==> src/sv/alursu_pkg.sv <==
// types, constants and helpers of the alu register status unit
package alursu_pkg;

	// beat layout, input side
	localparam int IN_W       = 24;
	localparam int CMD_LSB    = 0;
	localparam int CMD_W      = 5;
	localparam int SEL_LSB    = 5;
	localparam int SEL_W      = 2;
	localparam int OPD_LSB    = 7;
	localparam int MODE_LSB   = 15;
	localparam int MODE_W     = 2;
	localparam int STEP_LSB   = 17;
	localparam int STEP_W     = 2;

	// beat layout, output side
	localparam int OUT_W      = 32;
	localparam int RES_LSB    = 0;
	localparam int PSL_LSB    = 8;
	localparam int PSU_LSB    = 16;
	localparam int TAKEN_BIT  = 24;
	localparam int PAD_W      = 7;

	localparam int NREGS      = 7;
	localparam int RIX_W      = 3;
	localparam int BANK_OFS   = 3;

	// lower status bit positions
	localparam int PSL_CC_HI  = 7;
	localparam int PSL_CC_LO  = 6;
	localparam int PSL_IDC    = 5;
	localparam int PSL_RS     = 4;
	localparam int PSL_WC     = 3;
	localparam int PSL_OVF    = 2;
	localparam int PSL_COM    = 1;
	localparam int PSL_C      = 0;

	// upper status: writable bits and bits that never change
	localparam logic [7:0] PSU_WR_MASK = 8'h67;
	localparam logic [7:0] PSU_RESET   = 8'h20;
	localparam int PSU_S      = 7;

	localparam logic [7:0] SIGN_FLIP   = 8'h80;
	localparam logic [3:0] BCD_MAX     = 4'd9;
	localparam logic [7:0] DAA_LO_ADJ  = 8'h06;
	localparam logic [7:0] DAA_HI_ADJ  = 8'h60;
	localparam int ROT_IDC_BIT = 5;

	typedef logic [1:0] cc_t;
	localparam cc_t CC_ZERO = 2'b00;
	localparam cc_t CC_POS  = 2'b01;
	localparam cc_t CC_NEG  = 2'b10;

	localparam logic [1:0] COND_EQ  = 2'd0;
	localparam logic [1:0] COND_GT  = 2'd1;
	localparam logic [1:0] COND_LT  = 2'd2;
	localparam logic [1:0] COND_ALL = 2'd3;

	localparam logic [1:0] SRC_REG   = 2'd0;
	localparam logic [1:0] SRC_IMM   = 2'd1;
	localparam logic [1:0] SRC_IDX   = 2'd2;
	localparam logic [1:0] SRC_SPARE = 2'd3;

	localparam logic [1:0] STEP_INC = 2'd1;
	localparam logic [1:0] STEP_DEC = 2'd2;

	typedef enum logic [4:0] {
		CMD_LOD  = 5'd0,
		CMD_EOR  = 5'd1,
		CMD_AND  = 5'd2,
		CMD_IOR  = 5'd3,
		CMD_ADD  = 5'd4,
		CMD_SUB  = 5'd5,
		CMD_COM  = 5'd6,
		CMD_STR  = 5'd7,
		CMD_DAR  = 5'd8,
		CMD_RRR  = 5'd9,
		CMD_RRL  = 5'd10,
		CMD_TMI  = 5'd11,
		CMD_TPSU = 5'd12,
		CMD_TPSL = 5'd13,
		CMD_LPSU = 5'd14,
		CMD_LPSL = 5'd15,
		CMD_SPSU = 5'd16,
		CMD_SPSL = 5'd17,
		CMD_CPSU = 5'd18,
		CMD_CPSL = 5'd19,
		CMD_PPSU = 5'd20,
		CMD_PPSL = 5'd21,
		CMD_RED  = 5'd22,
		CMD_WRT  = 5'd23,
		CMD_BCT  = 5'd24,
		CMD_BCF  = 5'd25,
		CMD_BRN  = 5'd26,
		CMD_BIX  = 5'd27,
		CMD_IDX  = 5'd28
	} cmd_t;

	// condition code of a plain value result
	function automatic cc_t cc_of(input logic [7:0] v);
		if (v == 8'h00) begin
			return CC_ZERO;
		end
		return v[7] ? CC_NEG : CC_POS;
	endfunction

endpackage

==> src/sv/eight_bit_alu_register_status_unit.sv <==
// Register file, ALU and status unit of an 8-bit processor.
// Usage:
//   s_t* channel carries one operation per beat: command, register select,
//   operand fetched outside, source mode and index step.
//   m_t* channel returns one beat per operation: the value involved, the
//   lower and upper status bytes after the operation, and the branch-test bit.
// Path: a beat accepted at a clock edge sits in the input register,
//   moves into the result register once that register is empty or being
//   taken, and is offered on m_tdata from then on.
// Throughput: one operation per cycle while m_tready does not stall the
//   output; the register file and status bytes are read and updated as
//   each operation executes, so a dependent operation may follow directly.
// Reset: arst_n low clears R0..R3 in both banks and the lower status byte,
//   sets the upper status byte to interrupt inhibit only, and empties both
//   the input and the result register.
// Stall: while m_tready is low the result register holds its beat; the
//   input register still takes one more beat, then s_tready drops until the
//   result is taken.
module eight_bit_alu_register_status_unit (
	input  logic                         clk,
	input  logic                         arst_n,
	input  logic                         s_tvalid,
	output logic                         s_tready,
	// command[4:0], reg_sel[6:5], operand[14:7], source_mode[16:15],
	// index_step[18:17], zero fill[23:19]
	input  logic [alursu_pkg::IN_W-1:0]  s_tdata,
	output logic                         m_tvalid,
	input  logic                         m_tready,
	// result[7:0], status_low[15:8], status_high[23:16], taken[24],
	// zero fill[31:25]
	output logic [alursu_pkg::OUT_W-1:0] m_tdata
);
	import alursu_pkg::*;

	logic              valid_s1;
	cmd_t              cmd_s1;
	logic [1:0]        sel_s1;
	logic [7:0]        opd_s1;
	logic [1:0]        mode_s1;
	logic [1:0]        step_s1;

	logic [7:0]        rf_q [NREGS];
	logic [7:0]        psl_q;
	logic [7:0]        psu_q;
	logic              out_valid_q;
	logic [OUT_W-1:0]  out_data_q;

	logic              adv;
	logic [RIX_W-1:0]  rn;
	logic [RIX_W-1:0]  dst;
	logic [7:0]        r0;
	logic [7:0]        rrn;
	logic [7:0]        a;
	logic [7:0]        b;
	logic [8:0]        add_s;
	logic [4:0]        add_lo;
	logic [8:0]        sub_d;
	logic [4:0]        sub_lo;
	logic              cin;
	logic              bin;
	logic [7:0]        daa1;
	logic [7:0]        daa2;
	logic [7:0]        adj;
	logic              cond_hit;

	logic [7:0]        psl_d;
	logic [7:0]        psu_d;
	logic [7:0]        res;
	logic              tkn;
	logic              wen;
	logic [RIX_W-1:0]  waddr;
	logic [7:0]        wdata;

	assign adv      = !out_valid_q || m_tready;
	assign s_tready = !valid_s1 || adv;
	assign m_tvalid = out_valid_q;
	assign m_tdata  = out_data_q;

	// register number with bank select applied; r0 has no bank
	always_comb begin
		if (sel_s1 == 2'd0) begin
			rn = '0;
		end else if (psl_q[PSL_RS]) begin
			rn = RIX_W'({1'b0, sel_s1}) + RIX_W'(BANK_OFS);
		end else begin
			rn = RIX_W'(sel_s1);
		end
	end

	assign r0  = rf_q[0];
	assign rrn = rf_q[rn];
	assign a   = (mode_s1 == SRC_IMM) ? rrn : r0;
	assign b   = (mode_s1 == SRC_REG) ? rrn : opd_s1;
	assign dst = (mode_s1 == SRC_IMM) ? rn : '0;

	assign cin    = psl_q[PSL_WC] & psl_q[PSL_C];
	assign bin    = psl_q[PSL_WC] & ~psl_q[PSL_C];
	assign add_s  = {1'b0, a} + {1'b0, b} + {8'h00, cin};
	assign add_lo = {1'b0, a[3:0]} + {1'b0, b[3:0]} + {4'h0, cin};
	assign sub_d  = {1'b0, a} - {1'b0, b} - {8'h00, bin};
	assign sub_lo = {1'b0, a[3:0]} - {1'b0, b[3:0]} - {4'h0, bin};

	assign daa1 = ((rrn[3:0] > BCD_MAX) || psl_q[PSL_IDC]) ? rrn + DAA_LO_ADJ : rrn;
	assign daa2 = ((daa1[7:4] > BCD_MAX) || psl_q[PSL_C]) ? daa1 + DAA_HI_ADJ : daa1;

	always_comb begin
		if (step_s1 == STEP_INC) begin
			adj = rrn + 8'd1;
		end else if (step_s1 == STEP_DEC) begin
			adj = rrn - 8'd1;
		end else begin
			adj = rrn;
		end
	end

	always_comb begin
		unique case (sel_s1)
			COND_EQ: cond_hit = (psl_q[PSL_CC_HI:PSL_CC_LO] == CC_ZERO);
			COND_GT: cond_hit = (psl_q[PSL_CC_HI:PSL_CC_LO] == CC_POS);
			COND_LT: cond_hit = (psl_q[PSL_CC_HI:PSL_CC_LO] == CC_NEG);
			default: cond_hit = 1'b1;
		endcase
	end

	always_comb begin
		logic       rot_out;
		logic       rot_in;
		logic [7:0] rot_r;
		logic [7:0] ca;
		logic [7:0] cb;

		rot_out = (cmd_s1 == CMD_RRL) ? rrn[7] : rrn[0];
		rot_in  = psl_q[PSL_WC] ? psl_q[PSL_C] : rot_out;
		rot_r   = (cmd_s1 == CMD_RRL) ? {rrn[6:0], rot_in} : {rot_in, rrn[7:1]};
		ca      = psl_q[PSL_COM] ? a : a ^ SIGN_FLIP;
		cb      = psl_q[PSL_COM] ? b : b ^ SIGN_FLIP;

		psl_d = psl_q;
		psu_d = psu_q;
		res   = '0;
		tkn   = 1'b0;
		wen   = 1'b0;
		waddr = dst;
		wdata = '0;

		unique case (cmd_s1)
			CMD_LOD, CMD_EOR, CMD_AND, CMD_IOR: begin
				unique case (cmd_s1)
					CMD_LOD: res = b;
					CMD_EOR: res = a ^ b;
					CMD_AND: res = a & b;
					default: res = a | b;
				endcase
				psl_d[PSL_CC_HI:PSL_CC_LO] = cc_of(res);
				wen   = 1'b1;
				wdata = res;
			end
			CMD_ADD: begin
				res = add_s[7:0];
				psl_d[PSL_C]   = add_s[8];
				psl_d[PSL_IDC] = add_lo[4];
				psl_d[PSL_OVF] = ~(a[7] ^ b[7]) & (a[7] ^ res[7]);
				if (!add_s[8]) begin
					psl_d[PSL_CC_HI:PSL_CC_LO] = CC_POS;
				end else begin
					psl_d[PSL_CC_HI:PSL_CC_LO] = (res == 8'h00) ? CC_ZERO : CC_NEG;
				end
				wen   = 1'b1;
				wdata = res;
			end
			CMD_SUB: begin
				res = sub_d[7:0];
				psl_d[PSL_C]   = ~sub_d[8];
				psl_d[PSL_IDC] = ~sub_lo[4];
				psl_d[PSL_OVF] = (a[7] ^ b[7]) & (a[7] ^ res[7]);
				if (!sub_d[8]) begin
					psl_d[PSL_CC_HI:PSL_CC_LO] = (res == 8'h00) ? CC_ZERO : CC_POS;
				end else begin
					psl_d[PSL_CC_HI:PSL_CC_LO] = CC_NEG;
				end
				wen   = 1'b1;
				wdata = res;
			end
			CMD_COM: begin
				if (ca > cb) begin
					psl_d[PSL_CC_HI:PSL_CC_LO] = CC_POS;
				end else if (ca == cb) begin
					psl_d[PSL_CC_HI:PSL_CC_LO] = CC_ZERO;
				end else begin
					psl_d[PSL_CC_HI:PSL_CC_LO] = CC_NEG;
				end
			end
			CMD_STR: begin
				// register mode copies r0 into rn; the others only report
				res = (mode_s1 == SRC_IMM) ? rrn : r0;
				if (mode_s1 == SRC_REG) begin
					wen   = 1'b1;
					waddr = rn;
					wdata = r0;
				end
			end
			CMD_DAR: begin
				res   = daa2;
				psl_d[PSL_CC_HI:PSL_CC_LO] = cc_of(daa2);
				wen   = 1'b1;
				waddr = rn;
				wdata = daa2;
			end
			CMD_RRR, CMD_RRL: begin
				res = rot_r;
				if (psl_q[PSL_WC]) begin
					psl_d[PSL_C]   = rot_out;
					psl_d[PSL_OVF] = rrn[7] ^ rot_r[7];
					psl_d[PSL_IDC] = rot_r[ROT_IDC_BIT];
				end
				psl_d[PSL_CC_HI:PSL_CC_LO] = cc_of(rot_r);
				wen   = 1'b1;
				waddr = rn;
				wdata = rot_r;
			end
			CMD_TMI: begin
				psl_d[PSL_CC_HI:PSL_CC_LO] = ((rrn & opd_s1) == opd_s1) ? CC_ZERO : CC_NEG;
			end
			CMD_TPSU: begin
				psl_d[PSL_CC_HI:PSL_CC_LO] = ((psu_q & opd_s1) == opd_s1) ? CC_ZERO : CC_NEG;
			end
			CMD_TPSL: begin
				psl_d[PSL_CC_HI:PSL_CC_LO] = ((psl_q & opd_s1) == opd_s1) ? CC_ZERO : CC_NEG;
			end
			CMD_LPSU: psu_d = (psu_q & ~PSU_WR_MASK) | (r0 & PSU_WR_MASK);
			CMD_LPSL: psl_d = r0;
			CMD_SPSU, CMD_SPSL: begin
				res = (cmd_s1 == CMD_SPSU) ? psu_q : psl_q;
				psl_d[PSL_CC_HI:PSL_CC_LO] = cc_of(res);
				wen   = 1'b1;
				waddr = '0;
				wdata = res;
			end
			CMD_CPSU: psu_d = psu_q & ~(opd_s1 & PSU_WR_MASK);
			CMD_CPSL: psl_d = psl_q & ~opd_s1;
			CMD_PPSU: psu_d = psu_q | (opd_s1 & PSU_WR_MASK);
			CMD_PPSL: psl_d = psl_q | opd_s1;
			CMD_RED: begin
				res   = opd_s1;
				psl_d[PSL_CC_HI:PSL_CC_LO] = cc_of(opd_s1);
				wen   = 1'b1;
				waddr = rn;
				wdata = opd_s1;
			end
			CMD_WRT: begin
				res = rrn;
				psl_d[PSL_CC_HI:PSL_CC_LO] = cc_of(rrn);
			end
			CMD_BCT: tkn = cond_hit;
			CMD_BCF: tkn = (sel_s1 != COND_ALL) && !cond_hit;
			CMD_BRN: tkn = (rrn != 8'h00);
			CMD_BIX: begin
				tkn   = (adj != 8'h00);
				wen   = 1'b1;
				waddr = rn;
				wdata = adj;
			end
			CMD_IDX: begin
				res   = adj;
				wen   = 1'b1;
				waddr = rn;
				wdata = adj;
			end
			default: begin
				// unused command codes leave all state alone
			end
		endcase
	end

	// input register
	always_ff @(posedge clk or negedge arst_n) begin
		if (!arst_n) begin
			valid_s1 <= 1'b0;
		end else if (s_tready) begin
			valid_s1 <= s_tvalid;
		end
	end

	always_ff @(posedge clk) begin
		if (s_tvalid && s_tready) begin
			cmd_s1  <= cmd_t'(s_tdata[CMD_LSB +: CMD_W]);
			sel_s1  <= s_tdata[SEL_LSB +: SEL_W];
			opd_s1  <= s_tdata[OPD_LSB +: 8];
			// mode three acts as indexed, step three as no step
			mode_s1 <= (s_tdata[MODE_LSB +: MODE_W] == SRC_SPARE) ?
				SRC_IDX : s_tdata[MODE_LSB +: MODE_W];
			step_s1 <= s_tdata[STEP_LSB +: STEP_W];
		end
	end

	// architectural state, updated when the beat moves into the result register
	always_ff @(posedge clk or negedge arst_n) begin
		if (!arst_n) begin
			for (int i = 0; i < NREGS; i++) begin
				rf_q[i] <= '0;
			end
			psl_q       <= '0;
			psu_q       <= PSU_RESET;
			out_valid_q <= 1'b0;
		end else if (adv) begin
			out_valid_q <= valid_s1;
			if (valid_s1) begin
				psl_q <= psl_d;
				psu_q <= psu_d;
				if (wen) begin
					rf_q[waddr] <= wdata;
				end
			end
		end
	end

	always_ff @(posedge clk) begin
		if (adv && valid_s1) begin
			out_data_q <= {{PAD_W{1'b0}}, tkn, psu_d, psl_d, res};
		end
	end

endmodule

==> config.mk <==
export PLATFORM = sky130hd
export DESIGN_NAME = eight_bit_alu_register_status_unit
export DESIGN_NICKNAME = d
export VERILOG_FILES = /design/src/sv/alursu_pkg.sv /design/src/sv/eight_bit_alu_register_status_unit.sv
export SDC_FILE = /design/constraint.sdc
export NUM_CORES = 1
export LEC_CHECK = 0
export ABC_AREA = 1
export BUFFER_PORTS_ARGS = -buffer_cell sky130_fd_sc_hd__buf_2
export CORE_ASPECT_RATIO = 2
export CORE_MARGIN = 10
export CORE_UTILIZATION = 43
export DETAILED_ROUTE_END_ITERATION = 8
export GPL_TIMING_DRIVEN = 0
export PLACE_DENSITY = 0.68
export SYNTH_ARGS = -nofsm -noshare
export SYNTH_HDL_FRONTEND = slang
export SYNTH_SLANG_ARGS = --single-unit
export TNS_END_PERCENT = 100
==> constraint.sdc <==
create_clock -name clk -period 6.89 [get_ports clk]
set_clock_uncertainty 0.05 [all_clocks]
set_input_delay 0 -clock clk [delete_from_list [all_inputs] [get_ports clk]]
set_output_delay 0 -clock clk [all_outputs]
set_load 0.005 [all_outputs]
Word level (Yosys, flattened, before mapping) --
Cells that the tools add are included.
Operators by class: bitwise logic cells 29, reduce and logical (&&, ||, !) cells 33, add/subtract/negate cells 13, equality and inequality tests 41, order comparisons 6, muxes and demuxes 81
Operator list (count):
- 8-bit 2-to-1 mux | 15
- 8-bit case mux with 10 select lines | 1
- 8-bit case mux with 9 select lines | 1
- 5-bit == test (second input constant) | 13
- 8-bit logical NOT | 8
- 56-bit bitwise mux | 1
- 2-bit 2-to-1 mux | 26
- 8-bit bitwise AND | 6
- 8-bit case mux with 3 select lines | 2
- 5-bit by 4-bit == test with 1-bit output (second input constant) | 8
- 8-bit == test | 4
- 2-bit case mux with 15 select lines | 1
- 8-bit binary-select mux with 3-bit select | 1
- 8-bit demux with 3-bit select | 1
- 5-bit by 3-bit == test with 1-bit output (second input constant) | 4
- 1-bit 2-to-1 mux | 19
- 1-bit case mux with 6 select lines | 3
- 8-bit by 7-bit OR with 8-bit output | 2
- 8-bit OR | 2
- 8-bit nonzero test | 2
- 14-bit OR reduction | 1
- 3-bit 2-to-1 mux | 4
- 5-bit by 2-bit == test with 1-bit output (second input constant) | 2
- 8-bit by 8-bit adder with 9-bit output | 1
- other kinds (42) | 75
Storage, ports and cells: input bits 28, register bits 118, word-level logic and storage cells 220, output and inout port bits 34

Logic depth before layout (Yosys ltp) --
Gate-level depths: netlist (run 1).
depth in word-level cells 18, mapped depth 32, gate-level depth less buffers 31

Least setup slack after synthesis (run 1) --
Ideal clock, no wire load.
path kind register to register, start register sel_s1[0], end register out_data_q[15] (netlist: m_tdata[15]), data pin, required time 6.590 ns, setup slack 2.554 ns, data arrival time 4.036 ns, period minus slack after synthesis 4.336 ns, cell stages (with the launch flop) 30, setup time 0.250 ns, path buffers 2, cell sequence edfxtp_1 inv_2 ha_1 inv_2 nand3_4 buf_6 buf_6 o211ai_2 nand3_1 nand2_2 inv_2 nand2_1 nand2_1 fa_1 fa_1 nor2_1 o21bai_1 a21oi_1 o21bai_1 a21oi_1 nor2_1 nor2_1 xnor2_1 nor2_1 nor2_1 nand3_1 nor2_1 nand2_1 nand2_1 inv_1
Between the ends: word-level cells in the longest chain between the ends 18, elaborated cells between the ends (all ways) 66, those cells by class add/sub (7); order compare (3); eq/ne (2); mux (39); bitwise (7); reduce/logical (8)
Ends and longest elaborated chain:
- from (decl) | line eight_bit_alu_register_status_unit.sv:37 | logic [1:0] sel_s1;
- from (signal assigned) | line eight_bit_alu_register_status_unit.sv:287 | sel_s1 <= s_tdata[SEL_LSB +: SEL_W];
- 2-bit by 2-bit adder with 3-bit output | line eight_bit_alu_register_status_unit.sv:84 | rn = RIX_W'({1'b0, sel_s1}) + RIX_W'(BANK_OFS);
- 3-bit 2-to-1 mux | line eight_bit_alu_register_status_unit.sv:83 | end else if (psl_q[PSL_RS]) begin
- 3-bit 2-to-1 mux (*) | line eight_bit_alu_register_status_unit.sv:81 | if (sel_s1 == 2'd0) begin
- 3-bit NOT with 4-bit output (not written as such) (*) | line eight_bit_alu_register_status_unit.sv:91 | assign rrn = rf_q[rn];
- 8-bit binary-select mux with 3-bit select (*) | line eight_bit_alu_register_status_unit.sv:91
- 8-bit 2-to-1 mux (not written as such) (*) (2 in a row) | line eight_bit_alu_register_status_unit.sv:91
- parallel branches: the longest is 10 deep, another holds 8-bit by 3-bit adder with 8-bit output
- 2-bit case mux with 15 select lines (*) | line eight_bit_alu_register_status_unit.sv:146 | unique case (cmd_s1)
- via psl_d[7] | line eight_bit_alu_register_status_unit.sv:66 | logic [7:0] psl_d;
- to (signal assigned) | line eight_bit_alu_register_status_unit.sv:319 | out_data_q <= {{PAD_W{1'b0}}, tkn, psu_d, psl_d, res};
- to (decl) | line eight_bit_alu_register_status_unit.sv:46 | logic [OUT_W-1:0] out_data_q;
Mark *: on every way through the listed nets, which the timed path passes. The select of a mux whose other input is x is not followed. A chain may end at the register's enable or synchronous reset.

Final worst setup path (run 1) --
start register sel_s1[0], end register rf_q[39] (netlist name)
Between the ends: word-level cells in the longest chain between the ends 15, elaborated cells between the ends (all ways) 45, those cells by class add/sub (9); order compare (4); mux (23); bitwise (5); reduce/logical (4)
Ends and longest elaborated chain:
- 2-bit by 2-bit adder with 3-bit output | line eight_bit_alu_register_status_unit.sv:84
- 3-bit 2-to-1 mux | line eight_bit_alu_register_status_unit.sv:83
- 3-bit 2-to-1 mux (*) | line eight_bit_alu_register_status_unit.sv:81
- parallel branches: the longest is 11 deep, another holds 8-bit by 3-bit adder with 8-bit output
- 56-bit bitwise mux (*) | line eight_bit_alu_register_status_unit.sv:311 | rf_q[waddr] <= wdata;
- to (signal, indexed assignment) | line eight_bit_alu_register_status_unit.sv:311
- to (decl) | line eight_bit_alu_register_status_unit.sv:42 | logic [7:0] rf_q [NREGS];
Mark *: on every way between the ends. The select of a mux whose other input is x is not followed.

==> results_dict.tcl, run 1 <==
set metrics [dict create \
    status "complete, no violations" \
    synth_top_area_share_pct 20.1 \
    startpoint_type "flip-flop" \
    grt_pass1_vias 9600 \
    start_util_pct 43.5 \
    initialDrtViolationCount 614 \
    synth_enable_flop_cells 44 \
    antenna_cells 0 \
    crit_top_cell "nand2_1" \
    die_h_um 226 \
    r2r_slack_ns 1.10 \
    synthXorXnorAreaFrac_pct 2.12 \
    synth_mux_area_share_pct 0 \
    max-vdd-ir-drop_mv 0.325 \
    grt_overflow_total 0 \
    layout-drive-gt1-share_pct 12.7 \
    clkLatencyLatePin_ns 0.44 \
    drc 0 \
    rsz0062_at_grt "no" \
    io_buffers 49 \
    netlist_area_mm2 0.00910 \
    dr.pass1.iters 5 \
    fmax_mhz 173 \
    htreeDepth 4 \
    ys.warnings.count 0 \
    powerDensity_mw_per_mm2 462 \
    layout.area.seq_mm2 0.00317 \
    drt.antenna.violating_nets 0 \
    viasPerCell 5.66 \
    fp.coreArea_mm2 0.0209 \
    maxCapViolCount 0 \
    critical_path.top_delay_family "simple AND/OR/NAND/NOR gates" \
    antenna_found_initial 0 \
    multi_input_area_mm2 0.00510 \
    die_area_mm2 0.0277 \
    critPathKind "reg -> reg" \
    finalHoldViolCount 0 \
    end_kind "flip-flop" \
    vias 9368 \
    yosysTopAreaCell "dfrtp_1" \
    grt_pass1_wl_mm 57.5 \
    routed_wl_mm 38.5 \
    async_flop_share_pct 62.7 \
    setup_tns_ns 0 \
    max_stage_delay_ns 0.70 \
    dp_hpwl_mm 31.1 \
    ys.flop_type "dfrtp_1" \
    fin_crit_ns 5.79 \
    final_net_count 1451 \
    netlist_instances 1274 \
    r2r_end "rf_q[39]" \
    critPathMaxFanout 10 \
    p_clk_share_pct 19.4 \
    synth.avg_cell_area_um2 7.14 \
    synth_top_family_by_area "simple AND/OR/NAND/NOR gates" \
    synth_seq_area_share_pct 34.9 \
    ys_ff_latch 118 \
    hold_path.class "in -> async" \
    dp_slack_ns 1.12 \
    grt_max_degree 67 \
    layout_setup_ws_ns 1.10 \
    cts_tree "done" \
    clk_pin_slew_ns 0.05 \
    fin_util_pct 50.7 \
    r2r_cells 28 \
    p_switching_uw 2490 \
    area_growth_pct 16.6 \
    grt_util_all_layers_pct 28.2 \
    leakage_uw 0.00506 \
    io_pins 62 \
    worst-path-buf-inv 6 \
    synth-simple-area-share_pct 31.3 \
    setup_viol 0 \
    place.gp.congestion 1.06 \
    power_frac_seq_pct 22.9 \
    clock-sinks 118 \
    synth_fa_ha_area_share_pct 7.07 \
    fill_cells 2099 \
    max-slew-margin-rel_pct 22.4 \
    crit_slowest_cell "edfxtp_1" \
    intPower_uw 2410 \
    p_sw_share_pct 50.8 \
    die_w_um 123 \
    synth_cell_types 57 \
    routedWlPerCell_um 23.3 \
    rows 75 \
    numCtsBuffers 17 \
    ctsRootBufferMaster "clkbuf_16" \
    cp.required_ns 7.16 \
    worst_slew_pin_slew_ns 1.16 \
    synth-compound-area-share_pct 15.3 \
    critPathArrivalTime_ns 6.06 \
    worstReg2RegStart "sel_s1[0]" \
    post-route-period-util_pct 84.1 \
    combPwrFrac_pct 57.7 \
    clockBufferDepth 2 \
    slew_viol_final 0 \
    synth_area_leaders "dfrtp_1 (20%), nand2_1 (16%), edfxtp_1 (15%), ha_1 (6.2%), inv_1 (6.1%)" \
]
## flip-flops by register name, indices dropped and copies added, names as in the netlist
name,cells
cmd_s1,5
m_tdata,25
m_tvalid,1
mode_s1,2
opd_s1,8
psl_q,8
psu_q,8
r0,8
rf_q,48
sel_s1,2
step_s1,2
valid_s1,1
## stage by stage
stage / instance area [µm²] / hold WS (ns) / total power, µW / std cells
after floorplan: 9120 / -0.346 / 2970 / 1280
after global routing: 10600 / 0.122 / 5250 / 1656
after CTS: 10600 / 0.0719 / 4870 / 1656
after detailed placement: 9730 / -0.202 / 3890 / 1599
after global placement: 9700 / 0.127 / 3870 / 1598
final: 10600 / 0.0656 / 4900 / 1656
## power groups by stage
| stage | clock [µW] | combinational, µW | sequential [µW] |
|---|---|---|---|
| 3_5_place_dp | 0 | 2760 | 1130 |
| 5_1_grt | 988 | 3130 | 1130 |
| 4_1_cts | 958 | 2790 | 1120 |
| 2_1_floorplan | 0 | 1920 | 1050 |
| 3_3_place_gp | 0 | 2750 | 1120 |
| 6_report | 949 | 2830 | 1120 |
## worst max path at each step
| stage | startpoint | end | slack [ns] | cells past startpoint |
|---|---|---|---|---|
| 4_1_cts | sel_s1[0] | m_tdata[6] | 1.12 | 26 |
| 3_5_place_dp | sel_s1[0] | m_tdata[6] | 1.12 | 26 |
| 3_3_place_gp | sel_s1[0] | m_tdata[6] | 1.13 | 26 |
| 6_report | sel_s1[0] | rf_q[39] | 1.10 | 28 |
| 5_1_grt | sel_s1[0] | rf_q[6] | 0.65 | 30 |
| 2_1_floorplan | sel_s1[0] | m_tdata[15] | 2.55 | 29 |
## synthesized netlist by cell type, types with 4 or more instances
cell type  count
nor2_2         6
fa_1           4
ha_1          45
nand3_1       68
o22ai_1       17
o21ai_0       85
a211oi_1       6
o221ai_1       7
a31oi_1        4
a21oi_1       45
nor2_1        89
clkbuf_1      15
nand2_4        4
nand2_2       18
inv_1        147
nand4_1       31
or2_2          8
o211ai_1      14
a221oi_1      10
buf_2         11
nor3_1        15
nand2_1      393
nand3_2        7
o21ai_1       12
dfrtp_1       73
buf_4         10
xor2_1        19
inv_2         13
edfxtp_1      44
o2111ai_1      8
## kinds of logic after synthesis
kind of cell / Yosys count
flip-flops: 118
other: 1
XOR/XNOR: 22
buffers and inverters: 206
adder cells (fa/ha/maj): 49
AO/OA/AOI/OAI: 228
AND/OR/NAND/NOR: 650
## worst reg2reg max path: cells and delay by family (launching register included)
| family | cells | cell delay (ns) |
|---|---|---|
| flip-flops | 1 | 0.70 |
| AO/OA/AOI/OAI | 6 | 0.97 |
| buffers and inverters | 6 | 1.41 |
| AND/OR/NAND/NOR | 14 | 1.92 |
| adder cells (fa/ha/maj) | 2 | 0.63 |
## final cells by class
| type | count | area share [%] |
|---|---|---|
| multi-input cells | 956 | 48.0 |
| flip-flops and latches | 118 | 29.9 |
| inverters | 164 | 5.82 |
| repair buffers | 75 | 4.95 |
| clock buffers | 18 | 4.04 |
| well taps | 269 | 3.17 |
| plain buffers | 42 | 2.20 |
| clock inverters | 14 | 1.87 |
## metal layers
| layer | part of all wire (%) | vias to the layer above | GRT usage (%) |
|---|---|---|---|
| li1 | - | 4418 | - |
| met3 | 4.5 | 164 | 4.23 |
| met5 | 0 | - | 0 |
| met1 | 33 | 4417 | 26.4 |
| met4 | 9.4 | 0 | 23.8 |
| met2 | 54 | 369 | 51.4 |
## cells in the final DEF (no fill, tap or decap), types with 6 or more instances in the layout
cell type,instances
o211ai_1,14
nand4_1,31
dlygate4sd3_1,25
conb_1,7
edfxtp_1,44
a21oi_1,45
nor2_1,89
o21ai_0,85
o221ai_1,7
nand3_1,68
xor2_1,19
clkbuf_1,16
o2111ai_1,8
ha_1,45
clkbuf_16,17
nand3_2,7
nand2_2,18
a221oi_1,10
or2_2,8
o22ai_1,17
nand2_1,393
inv_2,13
buf_4,11
dfrtp_1,73
buf_2,60
nor2_2,6
inv_1,147
nor3_1,15
o21ai_1,12
a211oi_1,6
## what timing repair did
action / 4_1_cts / 5_1_grt
gates resized for setup: 0 / 0
hold buffers: 25 / 0
hold endpoints to repair: 95 / 0
setup buffers: 0 / 0
Power figures use the tool's default switching activity.
==> run 2: changes to the inputs <==
--- a/config.mk
+++ b/config.mk
@@ -5,7 +5,7 @@
 export SDC_FILE = /design/constraint.sdc
 export NUM_CORES = 1
 export LEC_CHECK = 0
-export ABC_AREA = 1
+export ABC_AREA = 0
 export BUFFER_PORTS_ARGS = -buffer_cell sky130_fd_sc_hd__buf_2
 export CORE_ASPECT_RATIO = 2
 export CORE_MARGIN = 10
==> constraint.sdc (replaced) <==
create_clock -name clk -period 5.7 [get_ports clk]
set_clock_uncertainty 0.05 [all_clocks]
set_input_delay 0 -clock clk [delete_from_list [all_inputs] [get_ports clk]]
set_output_delay 0 -clock clk [all_outputs]
set_load 0.005 [all_outputs]
==> results_dict.tcl, run 2 <==
set metrics [dict create \
    status "complete, no violations" \
    synth_top_area_share_pct 19.0 \
    die_area_mm2 0.0291 \
    clockBufferDepth 2 \
    final_common_cell "nand2_1" \
    netlist_area_mm2 0.00961 \
    grt_util_all_layers_pct 30.7 \
    async_flop_share_pct 62.7 \
    worstReg2RegStart "sel_s1[0]" \
    grt_pass1_vias 9904 \
    end_kind "flip-flop" \
    numCtsBuffers 17 \
    layout.area.seq_mm2 0.00317 \
    synth_enable_flop_cells 44 \
    yosysTopAreaCell "dfrtp_1" \
    grt_overflow_total 0 \
    rows 77 \
    cts_tree "done" \
    r2r_cells 21 \
    yosysMostFrequentCell "nand2_1" \
    drt.antenna.violating_nets 0 \
    layout-drive-gt1-share_pct 21.3 \
    ys_ff_latch 118 \
    routedWlPerCell_um 30.2 \
    layout.cells.non_filler 1517 \
    startpoint "sel_s1[0]" \
    place.gp.congestion 1.04 \
    fp.coreArea_mm2 0.0221 \
    io_pins 62 \
    cp.required_ns 5.80 \
    critical_path.top_delay_family "simple AND/OR/NAND/NOR gates" \
    synth.avg_cell_area_um2 8.75 \
    maxCapViolCount 0 \
    fin_crit_ns 5.57 \
    initialDrtViolationCount 951 \
    finalHoldViolCount 0 \
    critPathArrivalTime_ns 5.67 \
    final_net_count 1304 \
    vias 10100 \
    crit_path_cell_trace "buf_6 > clkinvlp_4 > ha_4 > buf_8 > nand3b_1 > o22ai_2 > a211oi_2 > or2_1 > buf_6 > inv_8 > a21boi_2 > fa_2 > fa_2 > o21a_1 > nor2_4 > xnor2_2 > or4_4 > nor4b_4 > a21boi_1 > or4bb_4 > a2bb2oi_1" \
    critPathKind "reg -> reg" \
    post-route-period-util_pct 97.7 \
    r2r_end "m_tdata[14]" \
    htreeDepth 4 \
    synth_area_leaders "dfrtp_1 (19%), edfxtp_1 (14%), ha_1 (5.9%), mux2_2 (5.3%), nand2_1 (4.0%)" \
    viasPerCell 6.68 \
    fmax_mhz 180 \
    dr.pass1.iters 8 \
    powerDensity_mw_per_mm2 449 \
    ys.flop_type "dfrtp_1" \
    clock-sinks 118 \
    multi_input_area_mm2 0.00621 \
    crit_slowest_cell "or4bb_4" \
    max_stage_delay_ns 0.59 \
    final_cell_mix "nand2_1 (102), nor2_1 (98), dfrtp_1 (73)" \
    clkLatencyLatePin_ns 0.46 \
    routed_wl_mm 45.9 \
    synth_seq_area_share_pct 33.0 \
    grt_max_degree 70 \
    worst-path-buf-inv 5 \
    clk_pin_slew_ns 0.06 \
    setup_viol 0 \
    ys.warnings.count 0 \
    r2r_slack_ns 0.13 \
    start_util_pct 43.5 \
    area_growth_pct 22.3 \
    leakage_uw 0.00479 \
    dp_hpwl_mm 35.8 \
    largest_register "rf_q" \
    synth_commonest_cells "nand2_1 (103), nor2_1 (99), dfrtp_1 (73)" \
    die_h_um 231 \
    slew_viol_final 0 \
    netlist_instances 1098 \
    ctsRootBufferMaster "clkbuf_16" \
    largest_reg_flops 48 \
    startpoint_type "flip-flop" \
    max-vdd-ir-drop_mv 0.442 \
    antenna_found_initial 1 \
    drc 0 \
    worst_slew_pin_slew_ns 1.41 \
    total_power_uw 5270 \
    fill_cells 2095 \
    synth_cell_types 93 \
    max-slew-margin-rel_pct 5.37 \
    place_inst 1431 \
    critPathMaxFanout 11 \
    die_w_um 126 \
    grt_pass1_wl_mm 65.9 \
    io_buffers 49 \
    hold_path.class "in -> async" \
]
run 2: changes by cell type after synthesis, sizes merged, moves of 32 or more:
| cell | before | now |
|---|---|---|
| nand2 | 415 | 103 |
| inv | 161 | 57 |
| nand3 | 77 | 21 |
| mux2 | 0 | 45 |
| o21ai | 100 | 63 |
| clkbuf | 16 | 48 |
run 2: worst max-delay path by stage:
stage                        to  slack (ns)  cells after the start
floorplan           m_tdata[14]        0.23                     21
finish              m_tdata[14]        0.13                     21
CTS                 m_tdata[14]       0.003                     21
detailed placement  m_tdata[14]       -1.57                     20
global route        m_tdata[14]       -0.04                     20
global placement    m_tdata[14]       -1.60                     20
run 2: power breakdown:
part | internal [µW] | total [µW] | switching, µW | leakage [µW]
clock network | 706 | 1150 | 444 | 0.000292
logic | 1050 | 2860 | 1810 | 0.00308
registers | 1070 | 1270 | 200 | 0.00142
total | 2820 | 5270 | 2450 | 0.00479
run 2: tightest hold or removal path, stage by stage:
cell           delay, ns
dlygate4sd3_1       0.53
buf_4               0.14
buf_16              0.29
run 2: kinds of logic (layout without fill, tap and decap cells):
logic type / after synthesis / in the layout / share of synthesized area (%)
AOI/OAI and AO/OA: 340 / 340 / 25.6
xor gates and xnor gates: 30 / 30 / 2.73
adders and majority gates: 49 / 49 / 6.69
buffers and inverters: 135 / 271 / 6.09
DFF: 118 / 118 / 33.0
muxes: 65 / 65 / 7.36
other: 1 / 8 / 0.0390
and+or+nand+nor: 360 / 360 / 18.4
run 2: timing repair:
item / in CTS / in global routing
hold buffers: 24 / 0
hold endpoints to repair: 95 / 0
resized for setup: 69 / 32
pin swaps: 15 / 12
endpoints found under the setup margin: 73 / 21
buffers inserted: 21 / 11
run 2: metrics by stage:
stage	TNS [ns]	hold WS, ns	setup WS, ns	utilization (%)	instance area (µm²)
after floorplan	0	-0.346	0.227	-	9630
after global placement	-59.46	0.128	-1.60	46.3	10200
after detailed placement	-57.66	-0.213	-1.57	46.6	10300
after CTS	0	0.0857	0.00309	52.3	11500
after global routing	-0.0721	0.104	-0.0397	53.2	11700
final	0	0.0620	0.130	53.2	11700
run 2: layer usage:
| metal | track usage (%) | vias up | part of all wire (%) |
|---|---|---|---|
| met4 | 29.6 | 0 | 12 |
| met1 | 28.4 | 4884 | 31 |
| met3 | 5.19 | 253 | 5.8 |
| met2 | 54.9 | 605 | 51 |
| met5 | 0 | - | 0 |
| li1 | - | 4388 | - |
run 2: area by class of cell:
type / instances / area share (%)
Clock buffer: 20 / 3.80
Clock inverter: 12 / 1.42
Sequential cell: 118 / 27.0
Tap cell: 276 / 2.94
Buffer: 73 / 3.34
Timing Repair Buffer: 107 / 6.58
Multi-Input combinational cell: 851 / 52.9
Antenna cell: 1 / 0.0213
Inverter: 59 / 2.01
